File: config.mk
export PLATFORM = sky130hd
export DESIGN_NAME = crc8_framed_command_receiver
export DESIGN_NICKNAME = d
export VERILOG_FILES = /design/src/rtl/cfcr_pkg.sv /design/src/rtl/cfcr_parser.sv /design/src/rtl/crc8_framed_command_receiver.sv
export VERILOG_INCLUDE_DIRS = /design/src /design/src/rtl
export SDC_FILE = /design/constraint.sdc
export NUM_CORES = 1
export LEC_CHECK = 0
export BUFFER_PORTS_ARGS = -buffer_cell sky130_fd_sc_hd__buf_2
export CAP_MARGIN = 20
export CORE_MARGIN = 1.5
export CORE_UTILIZATION = 50
export DETAILED_ROUTE_END_ITERATION = 10
export HOLD_SLACK_MARGIN = 0.08
export MAX_ROUTING_LAYER = met4
export PLACE_DENSITY = 0.8
export RECOVER_POWER = 25
export SETUP_SLACK_MARGIN = 0.2
export SLEW_MARGIN = 10
export SYNTH_ARGS = -nofsm -noshare
export SYNTH_HDL_FRONTEND = slang
export SYNTH_SLANG_ARGS = --single-unit
export TNS_END_PERCENT = 50
File: constraint.sdc
create_clock -name clk -period 15.46 [get_ports clk]
set_input_delay 2.319 -clock clk [delete_from_list [all_inputs] [get_ports clk]]
set_output_delay 2.319 -clock clk [all_outputs]
set_load 0.05 [all_outputs]
File: src/rtl/assert_macros.svh
// assertion macros used by the receiver top level
// expects clk and rst_n in the scope of each use
`ifndef ASSERT_MACROS_SVH
`define ASSERT_MACROS_SVH

// checked only while out of reset
`define CFCR_ASSERT(lbl, prop, msg) \
  lbl: assert property (@(posedge clk) disable iff (!rst_n) (prop)) else $error(msg);

// checked at every edge, reset included
`define CFCR_ASSERT_ALWAYS(lbl, prop, msg) \
  lbl: assert property (@(posedge clk) (prop)) else $error(msg);

`endif

File: src/rtl/cfcr_pkg.sv
// shared types, codes and the crc-8 step for the framed command receiver
// no dependencies
package cfcr_pkg;

  localparam int BURST_BYTES_DEF = 128;
  localparam int NUM_REGS        = 8;
  localparam int OUT_TDATA_W     = 48;

  localparam logic [7:0] CRC_POLY = 8'h07;
  localparam logic [7:0] CRC_INIT = 8'h00;
  localparam logic [7:0] CRC_MSB  = 8'h80;

  typedef enum logic [2:0] {
    REG_SYNC_FIRST     = 3'd0,
    REG_SYNC_SECOND    = 3'd1,
    REG_SYNC_THIRD     = 3'd2,
    REG_MAX_LEN        = 3'd3,
    REG_TYPE_CONTROL   = 3'd4,
    REG_TYPE_HEARTBEAT = 3'd5,
    REG_TYPE_ESTOP     = 3'd6,
    REG_CONTROL_LEN    = 3'd7
  } reg_idx_t;

  typedef enum logic [2:0] {
    PH_HUNT    = 3'd0,
    PH_TYPE    = 3'd1,
    PH_LEN     = 3'd2,
    PH_PAYLOAD = 3'd3,
    PH_CRC     = 3'd4,
    PH_DONE    = 3'd5
  } phase_t;

  typedef enum logic [2:0] {
    EV_CTRL_APPLIED = 3'd0,
    EV_CTRL_IGNORED = 3'd1,
    EV_HEARTBEAT    = 3'd2,
    EV_ESTOP        = 3'd3,
    EV_OTHER_TYPE   = 3'd4,
    EV_CRC_ERROR    = 3'd5,
    EV_LEN_TOO_BIG  = 3'd6,
    EV_TRUNCATED    = 3'd7
  } event_t;

  typedef struct packed {
    logic [7:0] sync_first;
    logic [7:0] sync_second;
    logic [7:0] sync_third;
    logic [7:0] max_len;
    logic [7:0] type_control;
    logic [7:0] type_heartbeat;
    logic [7:0] type_estop;
    logic [7:0] control_len;
  } cfg_t;

  typedef struct packed {
    logic               valid;
    event_t             code;
    logic [7:0]         frame_type;
    logic signed [15:0] target_left;
    logic signed [15:0] target_right;
    logic               estop;
  } result_t;

  // msb first, no reflection
  function automatic logic [7:0] crc8_step(input logic [7:0] crc, input logic [7:0] b);
    logic [7:0] c;
    c = crc ^ b;
    for (int i = 0; i < 8; i++) begin
      if ((c & CRC_MSB) != 8'h00) begin
        c = (c << 1) ^ CRC_POLY;
      end else begin
        c = c << 1;
      end
    end
    return c;
  endfunction

endpackage

File: src/rtl/cfcr_parser.sv
// per-byte frame parser: sync hunt, header, payload, crc check and command state
// uses cfcr_pkg
module cfcr_parser
  import cfcr_pkg::*;
#(
  parameter int BURST_BYTES = BURST_BYTES_DEF
) (
  input  logic       clk,
  input  logic       rst_n,
  input  logic       en,
  input  logic [7:0] in_byte,
  input  logic       in_last,
  input  cfg_t       cfg,
  output result_t    res
);

  localparam int CntW = $clog2(BURST_BYTES + 1);

  logic [23:0]        window_r, window_nxt;
  logic [1:0]         fill_r, fill_nxt;
  phase_t             phase_r, phase_nxt;
  logic [CntW-1:0]    cnt_r, cnt_nxt;
  logic [7:0]         kind_r, kind_nxt;
  logic [7:0]         len_r, len_nxt;
  logic [7:0]         seen_r, seen_nxt;
  logic [7:0]         crc_r, crc_nxt;
  logic [31:0]        head_r, head_nxt;
  logic signed [15:0] left_r, left_nxt;
  logic signed [15:0] right_r, right_nxt;
  logic               estop_r, estop_nxt;

  logic [7:0] crc_upd;
  logic       hit;
  event_t     code;
  logic [7:0] ftype;

  assign crc_upd = crc8_step(crc_r, in_byte);

  always_comb begin
    window_nxt = window_r;
    fill_nxt   = fill_r;
    phase_nxt  = phase_r;
    cnt_nxt    = cnt_r;
    kind_nxt   = kind_r;
    len_nxt    = len_r;
    seen_nxt   = seen_r;
    crc_nxt    = crc_r;
    head_nxt   = head_r;
    left_nxt   = left_r;
    right_nxt  = right_r;
    estop_nxt  = estop_r;
    hit        = 1'b0;
    code       = EV_OTHER_TYPE;
    ftype      = kind_r;

    if (cnt_r < CntW'(BURST_BYTES)) begin
      cnt_nxt = cnt_r + 1'b1;
      unique case (phase_r)
        PH_HUNT: begin
          window_nxt = {window_r[15:0], in_byte};
          if (fill_r != 2'd3) begin
            fill_nxt = fill_r + 1'b1;
          end
          if (fill_nxt == 2'd3 &&
              window_nxt == {cfg.sync_first, cfg.sync_second, cfg.sync_third}) begin
            phase_nxt = PH_TYPE;
            crc_nxt   = CRC_INIT;
            head_nxt  = '0;
            seen_nxt  = '0;
          end
        end
        PH_TYPE: begin
          kind_nxt  = in_byte;
          crc_nxt   = crc_upd;
          phase_nxt = PH_LEN;
        end
        PH_LEN: begin
          len_nxt = in_byte;
          crc_nxt = crc_upd;
          if (in_byte > cfg.max_len) begin
            phase_nxt = PH_DONE;
            hit       = 1'b1;
            code      = EV_LEN_TOO_BIG;
          end else if (in_byte == 8'd0) begin
            phase_nxt = PH_CRC;
          end else begin
            phase_nxt = PH_PAYLOAD;
          end
        end
        PH_PAYLOAD: begin
          crc_nxt = crc_upd;
          if (seen_r < 8'd4) begin
            head_nxt[{seen_r[1:0], 3'b000} +: 8] = head_r[{seen_r[1:0], 3'b000} +: 8] | in_byte;
          end
          seen_nxt = seen_r + 1'b1;
          if (seen_nxt >= len_r) begin
            phase_nxt = PH_CRC;
          end
        end
        PH_CRC: begin
          phase_nxt = PH_DONE;
          hit       = 1'b1;
          // type codes may overlap: control wins, then heartbeat, then estop
          priority if (in_byte != crc_r) begin
            code = EV_CRC_ERROR;
          end else if (kind_r == cfg.type_control) begin
            if (len_r != cfg.control_len || estop_r) begin
              code = EV_CTRL_IGNORED;
            end else begin
              code      = EV_CTRL_APPLIED;
              left_nxt  = head_r[15:0];
              right_nxt = head_r[31:16];
            end
          end else if (kind_r == cfg.type_heartbeat) begin
            code = EV_HEARTBEAT;
          end else if (kind_r == cfg.type_estop) begin
            code      = EV_ESTOP;
            estop_nxt = 1'b1;
            left_nxt  = '0;
            right_nxt = '0;
          end else begin
            code = EV_OTHER_TYPE;
          end
        end
        default: begin
        end
      endcase
    end

    if (in_last) begin
      // burst ended inside a frame
      if (!hit && phase_nxt != PH_HUNT && phase_nxt != PH_DONE) begin
        hit   = 1'b1;
        code  = EV_TRUNCATED;
        ftype = (phase_nxt == PH_TYPE) ? 8'd0 : kind_nxt;
      end
      window_nxt = '0;
      fill_nxt   = '0;
      phase_nxt  = PH_HUNT;
      cnt_nxt    = '0;
      kind_nxt   = '0;
      len_nxt    = '0;
      seen_nxt   = '0;
      crc_nxt    = '0;
      head_nxt   = '0;
    end

    res.valid        = hit;
    res.code         = code;
    res.frame_type   = ftype;
    res.target_left  = left_nxt;
    res.target_right = right_nxt;
    res.estop        = estop_nxt;
  end

  always_ff @(posedge clk) begin
    if (!rst_n) begin
      window_r <= '0;
      fill_r   <= '0;
      phase_r  <= PH_HUNT;
      cnt_r    <= '0;
      kind_r   <= '0;
      len_r    <= '0;
      seen_r   <= '0;
      crc_r    <= '0;
      head_r   <= '0;
      left_r   <= '0;
      right_r  <= '0;
      estop_r  <= 1'b0;
    end else if (en) begin
      window_r <= window_nxt;
      fill_r   <= fill_nxt;
      phase_r  <= phase_nxt;
      cnt_r    <= cnt_nxt;
      kind_r   <= kind_nxt;
      len_r    <= len_nxt;
      seen_r   <= seen_nxt;
      crc_r    <= crc_nxt;
      head_r   <= head_nxt;
      left_r   <= left_nxt;
      right_r  <= right_nxt;
      estop_r  <= estop_nxt;
    end
  end

endmodule

File: src/rtl/crc8_framed_command_receiver.sv
// top level of the framed command receiver: config registers, input and output stages
// uses cfcr_pkg, cfcr_parser and assert_macros.svh
//
// Usage:
//   in_*  : one received byte per request, in_tlast marks the last byte of a burst.
//   out_* : zero or one event per byte; event code in out_tuser, frame type,
//           both pwm targets and the estop flag in out_tdata.
//   cfg_* : register writes (index 0..7), always ready; write only while idle,
//           indexes beyond 7 are dropped.
// Path: an accepted byte sits in the input register, and the parser logic
// loads its event into the output register once that register is free;
// with out_tready high the event is then taken from the output register.
// Throughput: one byte per cycle while no event waits on a stalled output,
// with the crc-8 update and phase update in the parser done combinationally.
// Stall: when the output register holds an event that is not taken, the
// input register keeps moving as long as its byte makes no event; a byte
// that does make one waits there and in_tready drops.
// Reset: rst_n (synchronous, active low) clears the parser state, the
// targets and the latched estop, empties both stages and restores the
// register defaults. No clearing pass is needed.
module crc8_framed_command_receiver
  import cfcr_pkg::*;
#(
  parameter int BURST_BYTES = BURST_BYTES_DEF
) (
  input  logic                   clk,
  input  logic                   rst_n,
  // input stream
  input  logic                   in_tvalid,
  output logic                   in_tready,
  input  logic [7:0]             in_tdata,   // [7:0] rx_byte
  input  logic                   in_tlast,   // burst_end
  // result stream
  output logic                   out_tvalid,
  input  logic                   out_tready,
  // [7:0] frame_type, [23:8] target_left, [39:24] target_right, [40] estop_active
  output logic [OUT_TDATA_W-1:0] out_tdata,
  output logic [2:0]             out_tuser,  // [2:0] event_code
  // configuration writes
  input  logic                   cfg_valid,
  output logic                   cfg_ready,
  input  logic [7:0]             cfg_index,
  input  logic [7:0]             cfg_data
);

`include "assert_macros.svh"

  cfg_t    cfg_r;
  logic    s1_valid_r;
  logic [7:0] s1_byte_r;
  logic    s1_last_r;
  logic    out_valid_r;
  result_t out_res_r;
  result_t res;
  logic    out_free;
  logic    s1_adv;
  logic    in_take;

  assign cfg_ready = 1'b1;

  always_ff @(posedge clk) begin
    if (!rst_n) begin
      cfg_r.sync_first     <= 8'd170;
      cfg_r.sync_second    <= 8'd85;
      cfg_r.sync_third     <= 8'd165;
      cfg_r.max_len        <= 8'd64;
      cfg_r.type_control   <= 8'd1;
      cfg_r.type_heartbeat <= 8'd2;
      cfg_r.type_estop     <= 8'd3;
      cfg_r.control_len    <= 8'd4;
    end else if (cfg_valid && cfg_index < 8'(NUM_REGS)) begin
      unique case (reg_idx_t'(cfg_index[2:0]))
        REG_SYNC_FIRST:     cfg_r.sync_first     <= cfg_data;
        REG_SYNC_SECOND:    cfg_r.sync_second    <= cfg_data;
        REG_SYNC_THIRD:     cfg_r.sync_third     <= cfg_data;
        REG_MAX_LEN:        cfg_r.max_len        <= cfg_data;
        REG_TYPE_CONTROL:   cfg_r.type_control   <= cfg_data;
        REG_TYPE_HEARTBEAT: cfg_r.type_heartbeat <= cfg_data;
        REG_TYPE_ESTOP:     cfg_r.type_estop     <= cfg_data;
        REG_CONTROL_LEN:    cfg_r.control_len    <= cfg_data;
        default: begin
        end
      endcase
    end
  end

  cfcr_parser #(
    .BURST_BYTES (BURST_BYTES)
  ) u_parser (
    .clk     (clk),
    .rst_n   (rst_n),
    .en      (s1_adv),
    .in_byte (s1_byte_r),
    .in_last (s1_last_r),
    .cfg     (cfg_r),
    .res     (res)
  );

  assign out_free  = !out_valid_r || out_tready;
  // a byte that makes no event never waits on the output side
  assign s1_adv    = s1_valid_r && (!res.valid || out_free);
  assign in_tready = !s1_valid_r || s1_adv;
  assign in_take   = in_tvalid && in_tready;

  always_ff @(posedge clk) begin
    if (!rst_n) begin
      s1_valid_r <= 1'b0;
    end else if (in_tready) begin
      s1_valid_r <= in_tvalid;
    end
  end

  always_ff @(posedge clk) begin
    if (in_take) begin
      s1_byte_r <= in_tdata;
      s1_last_r <= in_tlast;
    end
  end

  always_ff @(posedge clk) begin
    if (!rst_n) begin
      out_valid_r <= 1'b0;
    end else if (out_free) begin
      out_valid_r <= s1_adv && res.valid;
    end
  end

  always_ff @(posedge clk) begin
    if (out_free && s1_adv && res.valid) begin
      out_res_r <= res;
    end
  end

  assign out_tvalid = out_valid_r;
  assign out_tuser  = out_res_r.code;
  assign out_tdata  = {7'd0, out_res_r.estop, out_res_r.target_right,
                       out_res_r.target_left, out_res_r.frame_type};

  `CFCR_ASSERT_ALWAYS(a_reset_empties_output, !rst_n |=> !out_tvalid,
    "output valid after reset")
  `CFCR_ASSERT(a_event_waits_when_blocked,
    (s1_valid_r && res.valid && !out_free) |-> !in_tready,
    "input taken while an event is blocked")
  `CFCR_ASSERT(a_applied_not_under_estop,
    (out_tvalid && out_tuser == EV_CTRL_APPLIED) |-> !out_tdata[40],
    "control applied under estop")
  `CFCR_ASSERT(a_estop_zeroes_targets,
    (out_tvalid && out_tuser == EV_ESTOP) |-> (out_tdata[40] && out_tdata[39:8] == 32'd0),
    "estop event with live targets")

endmodule

==> flow_metrics.py, run 1 <==
metrics = {
    "floorplanning": {
        "die_height_um": 154,
        "rows": 55,
        "dieArea_um2": 23800,
        "die_w_um": 154,
        "initial_core_util_pct": 50.7,
        "coreArea_um2": 22600,
        "pin_count": 84,
    },
    "timing": {
        "fin_crit_sh_pct": 47.9,
        "setup_viol": 0,
        "max_freq_ghz": 0.135,
        "rsz0062_at_grt": "no",
        "finalMaxSlewViolations": 35,
        "max-slew-margin-rel_pct": -32.8,
        "fin_tns_setup_ns": 0,
        "finalHoldViolCount": 0,
        "fin_crit_ns": 7.40,
        "tightestPinTransition_ns": 1.99,
        "setup_ws_ns": 8.06,
        "skew_ns": 0.0187,
    },
    "yosys": {
        "synth-seq-area-share_pct": 47.5,
        "synth.area.top_cells": "dfxtp_1 (34%), edfxtp_1 (14%), nand2_1 (6.9%), mux2i_1 (6.3%), xnor2_1 (4.1%)",
        "yosys.area.top_type": "dfxtp_1",
        "synth_cell_types": 58,
        "ys_warn_count": 0,
        "synth_edf_count": 53,
        "syn_inst": 1228,
        "netlist.area_leader.share_pct": 33.6,
        "async_reset_ff_share_pct": 0,
        "ys_top_cells_by_count": "nand2_1 (212), dfxtp_1 (192), nor2_1 (81), mux2i_1 (72), o21ai_0 (66)",
        "syn_area_per_cell_um2": 9.33,
        "synth_seq_cells": 245,
        "synth.most_common_cell": "nand2_1",
        "synthFlopType": "dfxtp_1",
        "synth_area_um2": 11500,
    },
    "grt": {
        "antenna_found_initial": 0,
        "overflow": 0,
        "track_usage_pct": 24.4,
        "grt_max_degree": 68,
        "grt_pass1_vias": 8927,
        "grt_pass1_wl_um": 45700,
    },
    "clock_network": {
        "path_clk_slew_ns": 0.06,
        "clockBufferDepth": 3,
        "clock_latency_ns": 0.53,
        "cts_tree": "done",
        "root_buffer": "clkbuf_16",
        "holdBufCountCts": 0,
        "h-tree-depth": 1,
        "ctsResizeCount": 0,
        "cts_setup_buffers": 0,
        "cts_buffers": 25,
        "cts_sinks": 245,
    },
    "pwr": {
        "power_density_nw_per_um2": 106,
        "switching_share_pct": 23.7,
        "p_switching_mw": 0.320,
        "p_clk_share_pct": 44.1,
        "internal_power_mw": 1.03,
        "combPwrFrac_pct": 6.2,
        "leakage_nw": 4.91,
        "pwr-share-seq_pct": 49.6,
        "peakVddDrop_v": 0.0000723,
    },
    "critical_path": {
        "crit_required_ns": 13.14,
        "crit_arrival_ns": 5.08,
        "max_stage_delay_ns": 0.79,
        "crit_type": "flip-flop to output pin",
        "cp-start-kind": "flip-flop",
        "crit_start": "u_parser.seen_r[0]",
        "worstReg2RegStart": "u_parser.seen_r[0]",
        "reg2regPathDepth": 15,
        "r2r_slack_ns": 10.23,
        "endpoint_kind": "output pin",
        "critical-path-slowest-cell": "dfxtp_1",
        "path_max_fanout": 15,
        "cpMostUsedCell": "nand3_1",
        "critical_path.cell_chain": "nand3_1, nor2_1, nand3_1, xnor2_1, ha_1, and3_1, a221oi_1, nand2_1, or2_2, a41o_1, mux2i_1, a21oi_1, or3_1, buf_2",
    },
    "detailed_routing": {
        "via_per_inst": 5.88,
        "dr_total_vias": 9198,
        "drt-pass1-iter-count": 5,
        "drc": 0,
        "wl_per_cell_um": 18.0,
        "routed_wl_um": 28200,
        "drt_iter0_drc": 704,
        "ant_nets": 0,
    },
    "status": {
        "violations": "capacitance limit, slew limit",
        "outcome": "finished, violations left",
    },
    "layout": {
        "drive_gt1_share_pct": 9.38,
        "nFillCells": 1968,
        "final-seq-area_um2": 5440,
        "nNetsFinal": 1315,
        "antenna_cells": 0,
        "instances_no_fill": 1565,
        "area_growth_pct": 10.8,
        "multiInputGateArea_um2": 5550,
    },
    "placed_design": {
        "placed_cells": 1518,
        "port_buffers": 75,
        "place_ws_ns": 8.66,
        "gp_congestion": 0.951,
        "dp_hpwl_um": 18800,
    },
    "worst_hold_path": {
        "hold_class": "flip-flop to flip-flop",
        "hold_start": "u_parser.left_r[15]",
        "hold_depth": 2,
    },
    "flow_run": {
        "drv_cap": 1,
    },
}
==> routing by layer <==
metal	wire length [um]	up-vias	share of wire (%)	GRT usage [%]
met5	0	-	0	-
met4	807	0	2.9	7.60
met3	2020	64	7.2	3.75
met2	13000	355	46	39.6
met1	12400	4392	44	31.5
li1	-	4387	-	-
==> cell families (layout without fill, tap and decap cells) <==
family                   after synthesis  in the layout  synth area share (%)
other                                  2              8                0.0656
AND/OR/NAND/NOR                      467            467                  18.5
AO/OA/AOI/OAI                        209            209                  12.5
flip-flops                           245            245                  47.5
multiplexers                          81             81                  8.00
adder cells (fa/ha/maj)               24             24                  2.62
XOR/XNOR                              82             82                  6.34
buffers and inverters                118            164                  4.46
==> placed cells by master (no fill, tap or decap), drive strengths merged, types with 11 or more instances in the layout <==
cell       n
dfxtp    192
nand3     54
xnor2     54
clkbuf    83
buf       43
o2bb2ai   16
nor2      81
mux2i     72
o21ai     73
o31ai     14
xor2      28
ha        24
inv       29
nor4      12
edfxtp    53
a22o      25
a21oi     36
nand4     46
nor3      16
nand2    212
or2       11
==> sequential cells by signal, summed over array words and instances (netlist names) <==
| name | flops |
|---|---|
| u_parser.estop_r | 1 |
| cfg_r | 64 |
| u_parser.right_r | 16 |
| u_parser.window_r | 16 |
| out_tvalid | 1 |
| u_parser.seen_r | 8 |
| s1_byte_r | 8 |
| u_parser.fill_r | 2 |
| u_parser.len_r | 8 |
| u_parser.phase_r | 3 |
| u_parser.crc_r | 8 |
| u_parser.cnt_r | 8 |
| u_parser.left_r | 16 |
| u_parser.head_r | 32 |
| out_tuser | 3 |
| s1_last_r | 1 |
| u_parser.kind_r | 8 |
| out_tdata | 41 |
| s1_valid_r | 1 |
==> final timing paths <==
| check | endpoint |
|---|---|
| max | in_tready |
| max reg2reg | u_parser.left_r[0] |
| min | u_parser.left_r[15] |
| min reg2reg | u_parser.left_r[15] |
==> power groups by stage <==
stage	Combinational [mW]	Sequential (mW)	Clock, mW
detailed placement	0.0827	0.682	0
CTS	0.0834	0.668	0.599
finish	0.0835	0.668	0.594
global route	0.0898	0.668	0.631
floorplan	0.0580	0.684	0
global placement	0.0814	0.682	0
==> worst max-delay path: cells and delay by family, from the launching register on <==
kind,cells,cell delay [ns]
compound gates,3,0.89
xor+xnor,1,0.23
fa+ha+maj,1,0.28
buf+inv,1,0.24
flops,1,0.79
mux,1,0.38
simple gates,7,1.74
==> stage by stage <==
step           hold WS (ns)  instance area, um2  utilization (%)  total power, mW
2_1_floorplan         0.434               11500                -            0.742
3_5_place_dp          0.449               11900             52.9            0.764
4_1_cts               0.460               12700             56.5             1.35
5_1_grt               0.489               12700             56.2             1.39
3_3_place_gp          0.444               11900             52.9            0.763
6_report              0.459               12700             56.2             1.35
==> cell type report <==
cell class	count	area share (%)
clock inverters	10	0.680
inverters	28	0.828
flip-flops and latches	245	42.8
repair buffers	90	3.37
well taps	285	2.81
clock buffers	36	5.74
multi-input cells	871	43.7
Note: power is estimated with default switching activity, not from simulation.
==> inputs of run 2 (changes only) <==
Settings changed: PLACE_DENSITY 0.8 to 0.83.
Clock period 15.46 ns to 6 ns, I/O delays scaled along.
==> run 2 against run 1 <==
The run now ends clean; critical path depth unchanged; sequential power increased to 2.6 times the previous value; clock-buffer cell count increased by 3; first-iteration DRC count down 7.8%; largest power group unchanged; hold slack worse by 0.0022 ns; combinational power rose to 2.6 times the previous value.
==> flow_metrics.py, run 2 (synthesized netlist as in run 1, its figures left out) <==
metrics = {
    "worst_hold_path": {
        "hold_class": "flip-flop to flip-flop",
        "min_to": "u_parser.right_r[15]",
        "hold_depth": 2,
        "hold_start": "u_parser.right_r[15]",
    },
    "clock_network": {
        "path_clk_slew_ns": 0.06,
        "cts_sinks": 245,
        "clock_latency_ns": 0.53,
        "root_buffer": "clkbuf_16",
        "clockBufferDepth": 3,
        "cts_tree": "done",
        "h-tree-depth": 1,
        "cts_buffers": 27,
    },
    "critical_path": {
        "worstReg2RegStart": "u_parser.seen_r[1]",
        "r2r_slack_ns": 1.19,
        "crit_type": "flip-flop to output pin",
        "cp-start-kind": "flip-flop",
        "endpoint_kind": "output pin",
        "cpMostUsedCell": "ha_1",
        "crit_start": "u_parser.seen_r[1]",
        "critical_path.cell_chain": "ha_1, nand3_1, nor2_1, xor2_1, ha_1, and3_1, a221oi_1, nand2_1, or2_2, a41o_1, mux2i_2, a21oi_1, or3_1, buf_2",
        "critical-path-slowest-cell": "dfxtp_2",
        "max_stage_delay_ns": 0.50,
        "reg2regPathDepth": 15,
        "crit_arrival_ns": 4.54,
        "r2r_end": "u_parser.left_r[10]",
        "crit_required_ns": 5.10,
        "path_max_fanout": 12,
    },
    "placed_design": {
        "place_area_um2": 12000,
        "dp_hpwl_um": 19300,
        "port_buffers": 75,
        "gp_congestion": 0.918,
        "place_ws_ns": 0.889,
    },
    "pwr": {
        "pwr-share-seq_pct": 48.0,
        "internal_power_mw": 2.74,
        "power_density_nw_per_um2": 278,
        "peakVddDrop_v": 0.000179,
        "combPwrFrac_pct": 6.2,
        "p_clk_share_pct": 45.8,
        "p_switching_mw": 0.827,
        "leakage_nw": 4.98,
        "switching_share_pct": 23.2,
    },
    "layout": {
        "drive_gt1_share_pct": 10.1,
        "area_growth_pct": 11.9,
        "final_common_cell": "nand2_1",
        "layout_common_cells": "nand2_1 (212), dfxtp_1 (191), nor2_1 (80)",
        "antenna_cells": 0,
        "top_register": "cfg_r",
        "largest_reg_flops": 64,
        "fin_area_um2": 12800,
        "nNetsFinal": 1323,
    },
    "timing": {
        "skew_ns": 0.0162,
        "finalHoldViolCount": 0,
        "rsz0062_at_grt": "no",
        "tightestPinTransition_ns": 0.962,
        "fin_crit_ns": 5.44,
        "setup_viol": 0,
        "setup_ws_ns": 0.563,
        "max_freq_ghz": 0.184,
        "max-slew-margin-rel_pct": 35.5,
        "fin_crit_sh_pct": 90.6,
        "fin_tns_setup_ns": 0,
        "finalMaxSlewViolations": 0,
    },
    "grt": {
        "grt_max_degree": 76,
        "antenna_found_initial": 0,
        "overflow": 0,
        "track_usage_pct": 24.5,
        "grt_pass1_vias": 9023,
        "grt_pass1_wl_um": 46000,
    },
    "floorplanning": {
        "dieArea_um2": 23800,
        "pin_count": 84,
        "rows": 55,
        "die_height_um": 154,
        "coreArea_um2": 22600,
        "die_w_um": 154,
        "initial_core_util_pct": 50.7,
    },
    "detailed_routing": {
        "drc": 0,
        "via_per_inst": 5.90,
        "ant_nets": 0,
        "wl_per_cell_um": 18.1,
        "drt_iter0_drc": 649,
        "drt-pass1-iter-count": 5,
        "dr_total_vias": 9283,
        "routed_wl_um": 28500,
    },
    "flow_run": {
        "drv_cap": 0,
    },
    "status": {
        "outcome": "finished, final reports clean",
    },
}
run 2: metrics by stage:
stage          hold slack, ns  power [mW]  instances  util, %
2_1_floorplan           0.434        1.91       1234        -
3_3_place_gp            0.443        1.96       1525     53.1
3_5_place_dp            0.451        1.97       1525     53.1
4_1_cts                 0.459        3.58       1573     57.0
5_1_grt                 0.477        3.66       1573     56.8
6_report                0.456        3.57       1573     56.8
run 2: critical path: cells and delay by family (launching register included):
kind	cells	cell delay, ns
simple gates	6	1.29
buf+inv	1	0.22
mux	1	0.33
xor+xnor	1	0.22
flops	1	0.50
fa+ha+maj	2	0.62
compound gates	3	0.83
run 2: power groups by stage:
stage	Sequential [mW]	Combinational [mW]	Clock, mW
global placement	1.75	0.213	0
finish	1.71	0.220	1.63
CTS	1.71	0.217	1.65
global route	1.72	0.235	1.71
floorplan	1.76	0.150	0
detailed placement	1.75	0.217	0
run 2: layout make-up:
cell class | instances | area, um2
clock buffers | 39 | 781
clock inverters | 9 | 105
fillers | 1946 | 9750
inverters | 28 | 105
multi-input cells | 871 | 5560
flip-flops and latches | 245 | 5440
well taps | 285 | 357
repair buffers | 96 | 472
run 2: worst max path at each step:
stage                              end  cells after the start
after floorplan           out_tdata[0]                     15
after detailed placement     in_tready                     14
final                        in_tready                     14
after global routing         in_tready                     14
after CTS                    in_tready                     14
after global placement       in_tready                     14
run 2: what timing repair did:
item / in CTS / in global routing
hold buffers: 0 / 0
gates resized for setup: 0 / 3
setup buffers: 0 / 0
endpoints found under the setup margin: 0 / 1
run 2: routing by layer:
metal | global-route usage, % | vias up | share of wire (%)
met1 | 29.6 | 4415 | 42
li1 | - | 4417 | -
met5 | - | - | 0
met3 | 4.03 | 75 | 6.7
met4 | 8.24 | 0 | 2.9
met2 | 41.6 | 376 | 48
